### src/keyed_byte_scrambler_macros.svh
// Assertion macros shared by the keyed byte scrambler RTL.
// Each macro expects signals named clk and rst_n in the including module.
`ifndef KEYED_BYTE_SCRAMBLER_MACROS_SVH
`define KEYED_BYTE_SCRAMBLER_MACROS_SVH

// Implication checked from the same cycle.
`define KBS_ASSERT_SAME(lbl, ante, cons, msg) \
    lbl: assert property (@(posedge clk) disable iff (!rst_n) (ante) |-> (cons)) \
        else $error(msg);

// Implication checked in the next cycle.
`define KBS_ASSERT_NEXT(lbl, ante, cons, msg) \
    lbl: assert property (@(posedge clk) disable iff (!rst_n) (ante) |=> (cons)) \
        else $error(msg);

`endif

### src/kbs_pkg.sv
// Shared types and constants for the keyed byte scrambler.
// No dependencies; used by every module of the block.
`default_nettype none

package kbs_pkg;

    // Number of key byte slots.
    localparam int KEY_DEPTH = 8;
    localparam int KEY_IDX_W = (KEY_DEPTH > 1) ? $clog2(KEY_DEPTH) : 1;

    // Configuration port geometry.
    localparam int CFG_IDX_W  = 2;
    localparam int CFG_DATA_W = 64;

    // Register indexes.
    localparam logic [CFG_IDX_W-1:0] REG_MODE       = 2'd0;
    localparam logic [CFG_IDX_W-1:0] REG_PERIOD     = 2'd1;
    localparam logic [CFG_IDX_W-1:0] REG_KEY_LENGTH = 2'd2;
    localparam logic [CFG_IDX_W-1:0] REG_KEY_BYTES  = 2'd3;

    // Mode codes.
    localparam logic MODE_DECODE = 1'b0;
    localparam logic MODE_ENCODE = 1'b1;

    // Current configuration as seen by the datapath.
    typedef struct packed {
        logic        mode;
        logic [31:0] period;
        logic [3:0]  key_length;
        logic [63:0] key_bytes;
    } cfg_t;

endpackage

`default_nettype wire

### src/kbs_cfg_regs.sv
// Configuration register file of the keyed byte scrambler.
// Depends on kbs_pkg for the register indexes and the cfg_t struct.
`default_nettype none

module kbs_cfg_regs (
    input  wire logic                           clk,
    input  wire logic                           rst_n,
    input  wire logic                           cfg_write_en,
    input  wire logic [kbs_pkg::CFG_IDX_W-1:0]  cfg_index,
    input  wire logic [kbs_pkg::CFG_DATA_W-1:0] cfg_data,
    output kbs_pkg::cfg_t                       cfg
);

    kbs_pkg::cfg_t cfg_reg;

    // Registers are written by index; reset restores the documented defaults.
    always_ff @(posedge clk or negedge rst_n)
    begin
        if (!rst_n)
        begin
            cfg_reg.mode       <= kbs_pkg::MODE_DECODE;
            cfg_reg.period     <= 32'd1;
            cfg_reg.key_length <= 4'd1;
            cfg_reg.key_bytes  <= 64'd0;
        end
        else if (cfg_write_en)
        begin
            unique case (cfg_index)
                kbs_pkg::REG_MODE:       cfg_reg.mode       <= cfg_data[0];
                kbs_pkg::REG_PERIOD:     cfg_reg.period     <= cfg_data[31:0];
                kbs_pkg::REG_KEY_LENGTH: cfg_reg.key_length <= cfg_data[3:0];
                kbs_pkg::REG_KEY_BYTES:  cfg_reg.key_bytes  <= cfg_data;
            endcase
        end
    end

    assign cfg = cfg_reg;

endmodule

`default_nettype wire

### src/kbs_key_gen.sv
// Key stream generator: position, period phase and key index counters and
// the per-byte offset they produce. Depends on kbs_pkg and the macro header.
`default_nettype none
`include "keyed_byte_scrambler_macros.svh"

module kbs_key_gen (
    input  wire logic          clk,
    input  wire logic          rst_n,
    input  wire kbs_pkg::cfg_t cfg,
    input  wire logic          start_of_file,
    input  wire logic          advance,
    output logic [7:0]         delta
);

    localparam int IW = kbs_pkg::KEY_IDX_W;

    logic [7:0]    position_low_reg, position_low_next;
    logic [31:0]   period_phase_reg, period_phase_next;
    logic [IW-1:0] key_index_reg, key_index_next;

    logic [7:0]    pos_cur;
    logic [31:0]   phase_cur;
    logic [IW-1:0] kidx_cur;
    logic [IW-1:0] last_index;
    logic [32:0]   phase_inc;
    logic [7:0]    key_byte;
    logic [7:0]    mixed;

    // A start of file request begins from a cleared position, phase and key index.
    assign pos_cur   = start_of_file ? 8'd0 : position_low_reg;
    assign phase_cur = start_of_file ? 32'd0 : period_phase_reg;
    assign kidx_cur  = start_of_file ? '0 : key_index_reg;

    // Last key slot in use; a zero length acts as one, a long one saturates.
    always_comb
    begin
        priority if (cfg.key_length == 4'd0)
            last_index = '0;
        else if (32'(cfg.key_length) >= kbs_pkg::KEY_DEPTH)
            last_index = IW'(kbs_pkg::KEY_DEPTH - 1);
        else
            last_index = IW'(cfg.key_length - 4'd1);
    end

    // The key index steps before use and wraps after the last slot.
    assign key_index_next = (kidx_cur >= last_index) ? '0 : IW'(kidx_cur + 1'b1);
    assign key_byte       = cfg.key_bytes[8 * key_index_next +: 8];

    // Offset: position XOR key byte, plus the period's low byte on phase zero.
    assign mixed = pos_cur ^ key_byte;
    assign delta = (phase_cur == 32'd0) ? 8'(mixed + cfg.period[7:0]) : mixed;

    // Counters advance once per byte; the phase wraps at the period.
    assign position_low_next = 8'(pos_cur + 8'd1);
    assign phase_inc         = {1'b0, phase_cur} + 33'd1;
    assign period_phase_next = (phase_inc >= {1'b0, cfg.period}) ? 32'd0 : phase_inc[31:0];

    always_ff @(posedge clk or negedge rst_n)
    begin
        if (!rst_n)
        begin
            position_low_reg <= 8'd0;
            period_phase_reg <= 32'd0;
            key_index_reg    <= '0;
        end
        else if (advance)
        begin
            position_low_reg <= position_low_next;
            period_phase_reg <= period_phase_next;
            key_index_reg    <= key_index_next;
        end
    end

    // A byte that opens a file leaves the position at one.
    `KBS_ASSERT_NEXT(a_sof_position, advance && start_of_file, position_low_reg == 8'd1,
                     "position not restarted by start of file")
    // Without a start of file the position counts up by one per byte.
    `KBS_ASSERT_NEXT(a_position_step, advance && !start_of_file,
                     position_low_reg == 8'($past(position_low_reg) + 8'd1),
                     "position did not step")

endmodule

`default_nettype wire

### src/keyed_byte_scrambler.sv
// Keyed byte scrambler: adds (encode) or subtracts (decode) a key stream
// offset to each byte of a file. An accepted request waits in the input
// register; its result enters the result register once that is empty or
// draining. One byte is accepted every cycle while the output side keeps up,
// and the key generator counters step once per byte. The output register
// lets a new request enter while a finished result still waits. Configuration
// needs no clearing pass; it should be written only while no byte is in flight.
// Depends on kbs_pkg, kbs_cfg_regs, kbs_key_gen and the macro header.
`default_nettype none
`include "keyed_byte_scrambler_macros.svh"

module keyed_byte_scrambler (
    input  wire logic                           clk,
    input  wire logic                           rst_n,
    input  wire logic                           in_valid,
    output logic                                in_ready,
    input  wire logic [7:0]                     data_byte,
    input  wire logic                           start_of_file,
    output logic                                out_valid,
    input  wire logic                           out_ready,
    output logic [7:0]                          result_byte,
    input  wire logic                           cfg_write_en,
    input  wire logic [kbs_pkg::CFG_IDX_W-1:0]  cfg_index,
    input  wire logic [kbs_pkg::CFG_DATA_W-1:0] cfg_data
);

    kbs_pkg::cfg_t cfg;

    logic       s1_valid_reg;
    logic [7:0] s1_data_reg;
    logic       s1_sof_reg;
    logic       out_valid_reg;
    logic [7:0] result_reg, result_next;
    logic       advance;
    logic [7:0] delta;

    kbs_cfg_regs u_cfg_regs (
        .clk          (clk),
        .rst_n        (rst_n),
        .cfg_write_en (cfg_write_en),
        .cfg_index    (cfg_index),
        .cfg_data     (cfg_data),
        .cfg          (cfg)
    );

    kbs_key_gen u_key_gen (
        .clk           (clk),
        .rst_n         (rst_n),
        .cfg           (cfg),
        .start_of_file (s1_sof_reg),
        .advance       (advance),
        .delta         (delta)
    );

    // The input stage moves on when the output register is free or drains.
    assign advance  = s1_valid_reg && (!out_valid_reg || out_ready);
    assign in_ready = !s1_valid_reg || !out_valid_reg || out_ready;

    // Input register.
    always_ff @(posedge clk or negedge rst_n)
    begin
        if (!rst_n)
            s1_valid_reg <= 1'b0;
        else if (in_ready)
            s1_valid_reg <= in_valid;
    end

    always_ff @(posedge clk)
    begin
        if (in_valid && in_ready)
        begin
            s1_data_reg <= data_byte;
            s1_sof_reg  <= start_of_file;
        end
    end

    // Apply the offset in the direction set by the mode.
    assign result_next = (cfg.mode == kbs_pkg::MODE_ENCODE) ? 8'(s1_data_reg + delta)
                                                            : 8'(s1_data_reg - delta);

    // Result register.
    always_ff @(posedge clk or negedge rst_n)
    begin
        if (!rst_n)
            out_valid_reg <= 1'b0;
        else if (advance)
            out_valid_reg <= 1'b1;
        else if (out_ready)
            out_valid_reg <= 1'b0;
    end

    always_ff @(posedge clk)
    begin
        if (advance)
            result_reg <= result_next;
    end

    assign out_valid   = out_valid_reg;
    assign result_byte = result_reg;

    // An empty output register never blocks a request.
    `KBS_ASSERT_SAME(a_ready_when_empty, !out_valid_reg, in_ready, "input stalled")
    // An accepted request is held in the input stage next cycle.
    `KBS_ASSERT_NEXT(a_accept_fills, in_valid && in_ready, s1_valid_reg, "accepted request lost")
    // A byte leaving the input stage shows up as a result.
    `KBS_ASSERT_NEXT(a_advance_result, advance, out_valid_reg, "advanced byte has no result")

endmodule

`default_nettype wire

### config.mk
export PLATFORM = sky130hd
export DESIGN_NAME = keyed_byte_scrambler
export DESIGN_NICKNAME = d
export VERILOG_FILES = /design/src/kbs_pkg.sv /design/src/kbs_cfg_regs.sv /design/src/kbs_key_gen.sv /design/src/keyed_byte_scrambler.sv
export VERILOG_INCLUDE_DIRS = /design/src /design/src/src
export SDC_FILE = /design/constraint.sdc
export NUM_CORES = 1
export LEC_CHECK = 0
export BUFFER_PORTS_ARGS = -buffer_cell sky130_fd_sc_hd__buf_2
export CAP_MARGIN = 5
export CELL_PAD_IN_SITES_DETAIL_PLACEMENT = 0
export CELL_PAD_IN_SITES_GLOBAL_PLACEMENT = 2
export CORE_MARGIN = 3
export CORE_UTILIZATION = 30
export CTS_CLUSTER_SIZE = 8
export DETAILED_ROUTE_END_ITERATION = 8
export GPL_ROUTABILITY_DRIVEN = 0
export PLACE_DENSITY = 0.65
export SETUP_SLACK_MARGIN = 0.02
export SLEW_MARGIN = 5
export SYNTH_ARGS = -nofsm -noshare
export SYNTH_HDL_FRONTEND = slang
export SYNTH_SLANG_ARGS = --single-unit
### constraint.sdc
create_clock -name clk -period 5.8 [get_ports clk]
set_input_delay 0.58 -clock clk [delete_from_list [all_inputs] [get_ports clk]]
set_output_delay 0.58 -clock clk [all_outputs]
set_load 0.01 [all_outputs]
Yosys cells after proc, flatten, opt, wreduce, memory -nomap -nowiden
Index checks and enable logic that the tools add are counted.

cells by class
  reduce and logical (&&, ||, !) cells = 15
  equal/unequal tests = 3
  div/mod/pow operators = 0
  magnitude comparators = 3
  mux-type cells = 11
  shifts and indexed selects = 1
  bitwise logic cells = 1
  $add $sub $neg = 7
  multiply operators = 0

operator list
  operator                                                            count
  32-bit 2-to-1 mux                                                   2
  64-bit by 7-bit variable part select with 8-bit output              1
  32-bit by 1-bit adder with 33-bit output, second input constant     1
  33-bit by 32-bit greater-or-equal comparator with 1-bit output      1
  32-bit logical NOT                                                  1
  8-bit 2-to-1 mux                                                    3
  8-bit adder                                                         2
  3-bit 2-to-1 mux                                                    4
  8-bit by 1-bit adder with 8-bit output, second input constant       1
  2-bit AND reduction                                                 4
  8-bit subtractor                                                    1
  8-bit bitwise XOR                                                   1
  2-bit == test, second input constant                                2
  4-bit greater-or-equal comparator, second input constant            1
  4-bit logical NOT                                                   1
  3-bit by 1-bit adder with 3-bit output, second input constant       1
  3-bit greater-or-equal comparator                                   1
  1-bit logical OR                                                    3
  3-bit by 1-bit subtractor with 3-bit output, second input constant  1
  2-bit by 1-bit == test with 1-bit output, second input constant     1
  1-bit logical AND                                                   2
  1-bit logical NOT                                                   2
  2-bit logical NOT                                                   1
  1-bit 2-to-1 mux                                                    2
  2-bit nonzero test                                                  1

storage, ports and cells
  bits in registers = 163
  bits in latches = 0
  output and inout bits = 10
  bits of input ports = 80
  RAM bits = 0
  memories kept = 0
  memory bits (read-only) = 0
  word-level logic and storage cells = 53

Depth between registers and ports, before layout
Gate-level depths: netlist of run 1.

  word-level depth = 11
  mapped depth = 34
  gate-level depth less buffers = 33

Cells and area by module
A second synthesis of run 1 with hierarchy kept.

unflattened totals
  cells, all modules = 924
  area, all modules = 9761.9 um2

by module, submodules not included
  module                cells an instance  sequential area each (um2)  area each (um2)  instances
  kbs_key_gen           626                1076.0                      4892.2           1
  kbs_cfg_regs          215                2529.9                      3819.9           1
  keyed_byte_scrambler  83                 560.5                       1049.8           1

Worst setup path after synthesis of run 1
No wires, ideal clock.

  kind = flip-flop to flip-flop
  start point = register s1_sof_reg
  end point = register result_reg[7] (netlist: result_byte[7]) (data pin)
  clock period less this slack = 6.247 ns
  arrival = 5.985 ns
  path buffers = 6
  slack = -0.447 ns
  stages on the path, launching flop included = 32
  path through = edfxtp_1 > buf_2 > clkbuf_1 > clkbuf_1 > clkbuf_1 > buf_1 > nor2b_1 > ha_1 > a21oi_1 > o21a_1 > clkbuf_1 > nand2_1 > o32ai_1 > xor2_1 > ha_1 > inv_1 > fa_1 > nand2_1 > o21ai_0 > ha_1 > nor2_1 > a21oi_1 > ha_1 > a21oi_1 > o2111ai_1 > and2_1 > o21ai_0 > nand2b_1 > xnor2_1 > xor2_1 > xnor2_1 > xnor2_1

between the ends
  cells in the longest elaborated chain, start to end = 9
  elaborated cells between the ends (all ways) = 14
  those cells by class = add/sub: 4; order compare: 1; shift: 1; mux: 6; bitwise: 1; reduce/logical: 1

RTL lines
  what                                                                                                line                                                    source
  start, declared                                                                                     keyed_byte_scrambler.sv:31                              logic s1_sof_reg;
  start signal, assigned                                                                              keyed_byte_scrambler.sv:73                              s1_sof_reg <= start_of_file;
  3-bit 2-to-1 mux                                                                                    kbs_key_gen.sv:32                                       assign kidx_cur = start_of_file ? '0 : key_index_reg;
  3-bit by 1-bit adder with 3-bit output / 3-bit greater-or-equal comparator (equally long branches)  kbs_key_gen.sv:46                                       assign key_index_next = (kidx_cur >= last_index) ? '0 : IW'(kidx_cur + 1'b1);
  3-bit 2-to-1 mux                                                                                    kbs_key_gen.sv:46
  64-bit by 7-bit variable part select with 8-bit output                                              kbs_key_gen.sv:47                                       assign key_byte = cfg.key_bytes[8 * key_index_next +: 8];
  8-bit bitwise XOR                                                                                   kbs_key_gen.sv:50                                       assign mixed = pos_cur ^ key_byte;
  8-bit adder                                                                                         kbs_key_gen.sv:51                                       assign delta = (phase_cur == 32'd0) ? 8'(mixed + cfg.period[7:0]) : mixed;
  8-bit 2-to-1 mux *                                                                                  kbs_key_gen.sv:51
  8-bit subtractor / 8-bit adder (equally long branches)                                              keyed_byte_scrambler.sv:79, keyed_byte_scrambler.sv:78
  8-bit 2-to-1 mux *                                                                                  keyed_byte_scrambler.sv:78                              assign result_next = (cfg.mode == kbs_pkg::MODE_ENCODE) ? 8'(s1_data_reg + delta)
  via result_next[7]                                                                                  keyed_byte_scrambler.sv:33                              logic [7:0] result_reg, result_next;
  end signal, assigned                                                                                keyed_byte_scrambler.sv:95                              result_reg <= result_next;
  end, declared                                                                                       keyed_byte_scrambler.sv:33

Mark *: on every way through the listed nets, which the timed path passes. The rest lies on a longest branch.
A chain may end at the register's enable or synchronous reset.

Worst setup path after layout of run 1
Ends and elaborated chain as after synthesis.

==> metrics.txt, run 1 <==
run status complete, no violations; crit path kind reg -> reg; Worst EP required 5.98 ns; Compound-Gate Fraction of Synth Area ~11%; ANT nets after route 0; Worst setup SP type register; Syn. warnings 0; I/O pins 90; leading area contributor after synthesis dfrtp_1; antenna cells 0; CP max FO 7; critical path arrival around 5.8 ns; maximum clock path buffer count 2; Clock Skew about 0.018 ns; post-synth top area share 38.73%; dpl hpwl ~19,000 um; Tcrit/Tclk final 97.35%; DP Cell Count between 1,000 and 1,500; Adder-Cell Fraction of Synth Area under 10%; Sink Count roughly 160; Synth Area in Simple Gates around an eighth; sequential area share after synthesis approximately 45%; initial antenna violation count 0; Power Density between 400 and 500 nW/um^2; fillcell total ~3,100; H-tree depth 4; CTS tree built; CTS Buf Count 17; layout cells sized above 1 30.93%; Slew @ Worst Pin between 0.9 and 1 ns; vias per cell between 4 and 5; overall global routing resource usage around 15%; post-synthesis register bit count about 160; Async SR Flop Fraction 89.57%; Crit. End Element register; wirelength, routed about 25,000 um; syn nets about 1,000; syn_area_per_cell around 11 um^2; Pre-antenna DRT Iters 4; Die Span Y between 150 and 200 um; Placeable Area between 30,000 and 40,000 um^2; via count 6,716; Buffers on Ports 89; max-slew violation count 0; Synth area leaders dfrtp_1 (39%), mux2_2 (12%), ha_1 (7.4%), edfxtp_1 (5.5%), xnor2_1 (3.5%); unrepaired setup endpoints after global routing true; DIE AREA about 33,000 um^2; placed instance area between 10,000 and 15,000 um^2; Worst Hold Class in -> async; Final #Nets about 1,100; mux contribution to synthesized area between 10% and 20%; post-route insts no fill about 1,400; Cells after Synth 858; reg-to-reg startpoint s1_sof_reg; worst skew pair latency 0.44 ns; Layout area overhead 20.29%; Die Width 182.1 um; Main synth FF type dfrtp_1; largest family of logic cells by synthesized area multiplexers; cell area after synthesis between 9000 and 10,000 um^2; Post-CTS Hold Fix Bufs 0; Residual DRC 0; cell area after layout between 10,000 and 15,000 um^2; global-route wire length before repair approximately 40,000 um; largest net degree at the start of global routing slightly below 100; VDD IR-drop max between 0.0003 and 0.0004 V; drt initial violations between 200 and 300; Worst setup startpoint s1_sof_reg; GRT Residual Overflow 0; Fmax about 0.18 GHz; Post-synth EDFFs 17; Initial Util between 30 and 40%; Final Hold Vio Count 0; max FFs per register roughly 100; top-count cell post-synth dfrtp_1; average routed wire per standard cell ~19 um; LEAKAGE ~5 nW; CTS root buf clkbuf_16; clock slew seen by the registers of the worst setup and hold paths ~0.090 ns; maxcap violations 0; vias in the first global route roughly 6,800; slew margin rel. a little over a third; Setup Viol. Count Final 0; list of most frequent post-synthesis cells dfrtp_1 (144), mux2_2 (101), ha_1 (55), nand2_1 (52), inv_1 (49); Rows 63; distinct cell type count after synthesis 64; Synth Area in XOR/XNOR slightly below 6%; crit path time final around 5.6 ns
-- critical path: stages, from the launching register on --
cell       delay, ns
edfxtp_1        0.43
buf_4           0.19
nor2b_1         0.20
ha_2            0.39
xor2_4          0.25
mux2_1          0.35
o22ai_1         0.17
o32ai_2         0.13
xor2_1          0.22
ha_2            0.22
inv_2           0.04
fa_2            0.55
nand2_1         0.05
o21ai_1         0.11
ha_2            0.31
nor2_2          0.09
a21oi_2         0.05
ha_1            0.30
a21oi_2         0.18
o2111ai_2       0.15
and2_1          0.16
o21ai_1         0.12
nand2b_1        0.11
xnor2_2         0.15
xor2_1          0.17
xnor2_1         0.17
xnor2_1         0.13
-- through the flow --
stage,setup slack [ns],hold slack [ns],TNS [ns],utilization [%],power [W]
after floorplan,0.02776,0.2844,0,-,0.003109
after global placement,0.1158,0.4830,0,34.65,0.003889
after detailed placement,-0.03150,0.4867,-0.03150,34.65,0.003906
after CTS,0.02028,0.2978,0,36.79,0.005125
after global routing,-0.2521,0.3036,-0.2521,37.17,0.005626
final,0.1540,0.2521,0,37.17,0.005250
-- worst paths after layout --
path / to / depth (start not counted) / slack (ns)
worst max-delay path: result_byte[7] / 26 / 0.15
worst min-delay path: u_key_gen.period_phase_reg[26] / 1 / 0.25
worst max register to register: result_byte[7] / 26 / 0.15
worst min register to register: out_valid / 1 / 0.50
max in group asynchronous: u_cfg_regs.cfg[12] / 2 / 4.35
min in group clk: s1_data_reg[2] / 1 / 0.32
-- layout make-up --
class | count | area (um^2) | area share, %
clock buffer | 17 | 425.4 | 3.801
clock inverter | 15 | 203.9 | 1.822
inverter | 50 | 187.7 | 1.677
multi-input combinational | 612 | 4957 | 44.29
sequential | 163 | 4167 | 37.22
tap | 390 | 488.0 | 4.360
timing repair buffer | 129 | 764.5 | 6.830
-- cells by family (layout without fill, tap and decap cells) --
logic type | Yosys count | count (layout)
compound gates | 149 | 149
xor+xnor | 59 | 59
fa+ha+maj | 57 | 57
buf+inv | 83 | 211
flops | 163 | 163
mux | 120 | 120
simple gates | 227 | 227
-- what timing repair did --
item	in CTS	in global routing
buffers inserted	0	3
cloned	0	0
pin swaps	1	23
resized for setup	3	28
setup endpoints to repair	1	2
-- per-layer routing --
layer	wire length (um)	GRT usage (%)	vias up
li1	-	-	3318
met1	12760	22.17	3286
met2	11870	24.76	95
met3	610	2.352	17
met4	248	2.986	0
met5	0	0	-
-- power breakdown --
part | leakage, nW | total [W] | internal, W | switching [W]
registers | 1.96 | 0.00155 | 0.00142 | 0.000136
logic | 2.80 | 0.00250 | 0.00122 | 0.00128
clock network | 0.302 | 0.00119 | 0.000595 | 0.000596
-- placed cells by master, fill, tap and decap left out, types with 23 or more instances in the layout --
master   count
nand2_1     51
dfrtp_1    144
o21ai_0     26
a21oi_1     23
nand3_1     24
a22o_1      32
inv_1       46
xnor2_1     35
mux2_2     101
buf_4       39
ha_1        51
nor2_1      42
buf_2       88
No activity file was read; power rests on OpenSTA's default activity.
==> run 2, diff against run 1 <==
--- a/config.mk
+++ b/config.mk
@@ -16,6 +16,7 @@
 export DETAILED_ROUTE_END_ITERATION = 8
 export GPL_ROUTABILITY_DRIVEN = 0
 export PLACE_DENSITY = 0.65
+export RECOVER_POWER = 25
 export SETUP_SLACK_MARGIN = 0.02
 export SLEW_MARGIN = 5
 export SYNTH_ARGS = -nofsm -noshare
==> run 2 against run 1 <==
Compared with the run above: the run now ends with max-capacitance violations, max-slew violations left; clock skew unchanged; design area hardly changed; clock-buffer cell count did not move; setup slack unchanged; global-route usage unchanged; register-to-register slack is essentially flat; flip-flop and latch count unchanged; hold slack improved by 0.067 ns; fmax unchanged; critical path type unchanged; critical endpoint unchanged; largest power group unchanged.
==> metrics.txt, run 2 (synthesis gave the netlist of run 1 again) <==
cell count of the worst hold path 1; CTS Buf Count 17 (unchanged); I/O pins 90 (unchanged); most common cell after layout, fill and taps aside dfrtp_1 (unchanged); Setup Viol. Count Final 0 (unchanged); Worst setup SP type register (unchanged); CP max FO 7 (unchanged); antenna cells 0 (unchanged); Finished Core Util 37.16% (was 37.17%); crit path kind reg -> reg (unchanged); fillcell total 3,076 (was 3,078); critical path arrival 5.83 ns (about the same); Final Hold Vio Count 0 (unchanged); GRT Residual Overflow 0 (unchanged); final setup margin 0.1540 ns (unchanged); CTS tree built (unchanged); Layout area overhead 20.25% (was 20.29%); Pre-antenna DRT Iters 4 (unchanged); WHS 0.3190 ns (was 0.2521 ns); R2R cell count 26 (unchanged); Crit. End Element register (unchanged); Clock Skew 0.01753 ns (unchanged); largest net degree at the start of global routing 99 (unchanged); Residual DRC 0 (unchanged); Rows 63 (unchanged); Sink Count 163 (unchanged); buffers and inverters on the worst path 2 (unchanged); WP depth 26 (unchanged); ANT nets after route 0 (unchanged); post-route insts no fill 1,376 (unchanged); maximum clock path buffer count 2 (unchanged); vias per cell 4.881 (unchanged); Power Density 469.2 nW/um^2 (was 469.1 nW/um^2); max-slew violation count 99 (was 0); vias in the first global route 6,789 (unchanged); Die Width 182.1 um (unchanged); maxcap violations 1 (was 0); Worst EP required 5.98 ns (about the same); CTS root buf clkbuf_16 (unchanged); Slowest-stage cell, CP fa_2 (unchanged); wirelength, routed 25,490 um (about the same); Post-CTS Hold Fix Bufs 0 (unchanged); Setup TNS 0 ns (unchanged); Worst Hold Class in -> reg (was in -> async); via count 6,716 (unchanged); Final #Nets 1,110 (unchanged); layout cells sized above 1 30.63% (was 30.93%); H-tree depth 4 (unchanged); max FFs per register 101 (unchanged); slew margin rel. -203.9% (was 36.48%); Buffers on Ports 89 (unchanged); worst skew pair latency 0.44 ns (about the same); CP max stage delay 0.55 ns (about the same); DIE AREA 33,170 um^2 (unchanged); global-route wire length before repair 40,010 um (unchanged); average routed wire per standard cell 18.53 um (about the same); crit path time final 5.646 ns (unchanged); register area 4167 um^2 (unchanged); clock slew seen by the registers of the worst setup and hold paths 0.08 ns (was 0.09 ns); Slew @ Worst Pin 4.558 ns (was 0.9528 ns); Fmax 0.1771 GHz (unchanged); most frequent cells in the layout dfrtp_1 (144), mux2_2 (101), buf_2 (86) (was dfrtp_1 (144), mux2_2 (101), buf_2 (88)); Tcrit/Tclk final 97.35% (unchanged); Initial Util 30.90% (unchanged); DP Cell Count 1,341 (unchanged); Die Span Y 182.1 um (unchanged); dpl ws -0.03150 ns (unchanged); LEAKAGE 5.054 nW (was 5.061 nW); crit-path leading delay family adder cells (unchanged); initial antenna violation count 0 (unchanged); overall global routing resource usage 15.40% (unchanged); VDD IR-drop max 0.0003065 V (about the same); failing checks max-capacitance violations, max-slew violations; unrepaired setup endpoints after global routing true (unchanged); run status finished with violations (was complete, no violations); drt initial violations 279 (unchanged); Placeable Area 30,110 um^2 (unchanged); CP dominant cell by count ha_2 (unchanged); footprint of the multi-input gates 4957 um^2 (unchanged); dpl hpwl 19,080 um (unchanged)
## run 2: cell types whose count changed in the layout (fill, tap and decap cells not counted)
| cell | before | now |
|---|---|---|
| clkdlybuf4s15_1 | 0 | 1 |
| clkbuf_1 | 0 | 2 |
| buf_2 | 88 | 86 |
| buf_6 | 1 | 0 |
## run 2: per-stage QoR
stage | area [um^2] | power [W]
after global routing | 11190 | 0.005626
final | 11190 | 0.005250
after floorplan | 9339 | 0.003109
after CTS | 11080 | 0.005125
after global placement | 10430 | 0.003889
after detailed placement | 10430 | 0.003906
## run 2: worst paths after layout
check                        startpoint                        endpoint  slack [ns]
min in group asynchronous         rst_n  u_key_gen.period_phase_reg[26]        1.89
hold reg to reg            s1_valid_reg                       out_valid        0.50
max in group asynchronous         rst_n              u_cfg_regs.cfg[69]        1.33
hold / removal             data_byte[2]                  s1_data_reg[2]        0.32
setup / recovery             s1_sof_reg                  result_byte[7]        0.15
setup reg to reg             s1_sof_reg                  result_byte[7]        0.15
## run 2: final cells by class
class | instances | share of cell area (%)
Inverter | 50 | 1.677
Clock buffer | 17 | 3.802
Multi-Input combinational cell | 612 | 44.30
Sequential cell | 163 | 37.24
Timing Repair Buffer | 129 | 6.799
Clock inverter | 15 | 1.823
Tap cell | 390 | 4.361
## run 2: worst register-to-register path, cell delays in order (launching register included)
cell       delay, ns
edfxtp_1        0.43
buf_4           0.19
nor2b_1         0.20
ha_2            0.39
xor2_4          0.25
mux2_1          0.35
o22ai_1         0.17
o32ai_2         0.13
xor2_1          0.22
ha_2            0.23
inv_2           0.04
fa_2            0.55
nand2_1         0.05
o21ai_1         0.11
ha_2            0.31
nor2_2          0.09
a21oi_2         0.05
ha_1            0.30
a21oi_2         0.18
o2111ai_2       0.15
and2_1          0.16
o21ai_1         0.12
nand2b_1        0.11
xnor2_2         0.15
xor2_1          0.17
xnor2_1         0.17
xnor2_1         0.13
## run 2: power breakdown
group	internal, W	total (W)	switching (W)
sequential	0.00142	0.00155	0.000136
combinational	0.00122	0.00250	0.00128
clock	0.000595	0.00119	0.000596
## run 2: timing repair
action	4_1_cts	5_1_grt
setup buffers	0	3
resized for setup	3	28
setup endpoints to repair	1	2
pin swaps	1	23
## run 2: per-layer routing
| metal | track usage, % | vias to the layer above | share of wire (%) |
|---|---|---|---|
| met2 | 24.76 | 95 | 47 |
| met1 | 22.17 | 3286 | 50 |
| met5 | 0 | - | 0 |
| li1 | - | 3318 | - |
| met4 | 2.986 | 0 | 0.97 |
| met3 | 2.352 | 17 | 2.4 |
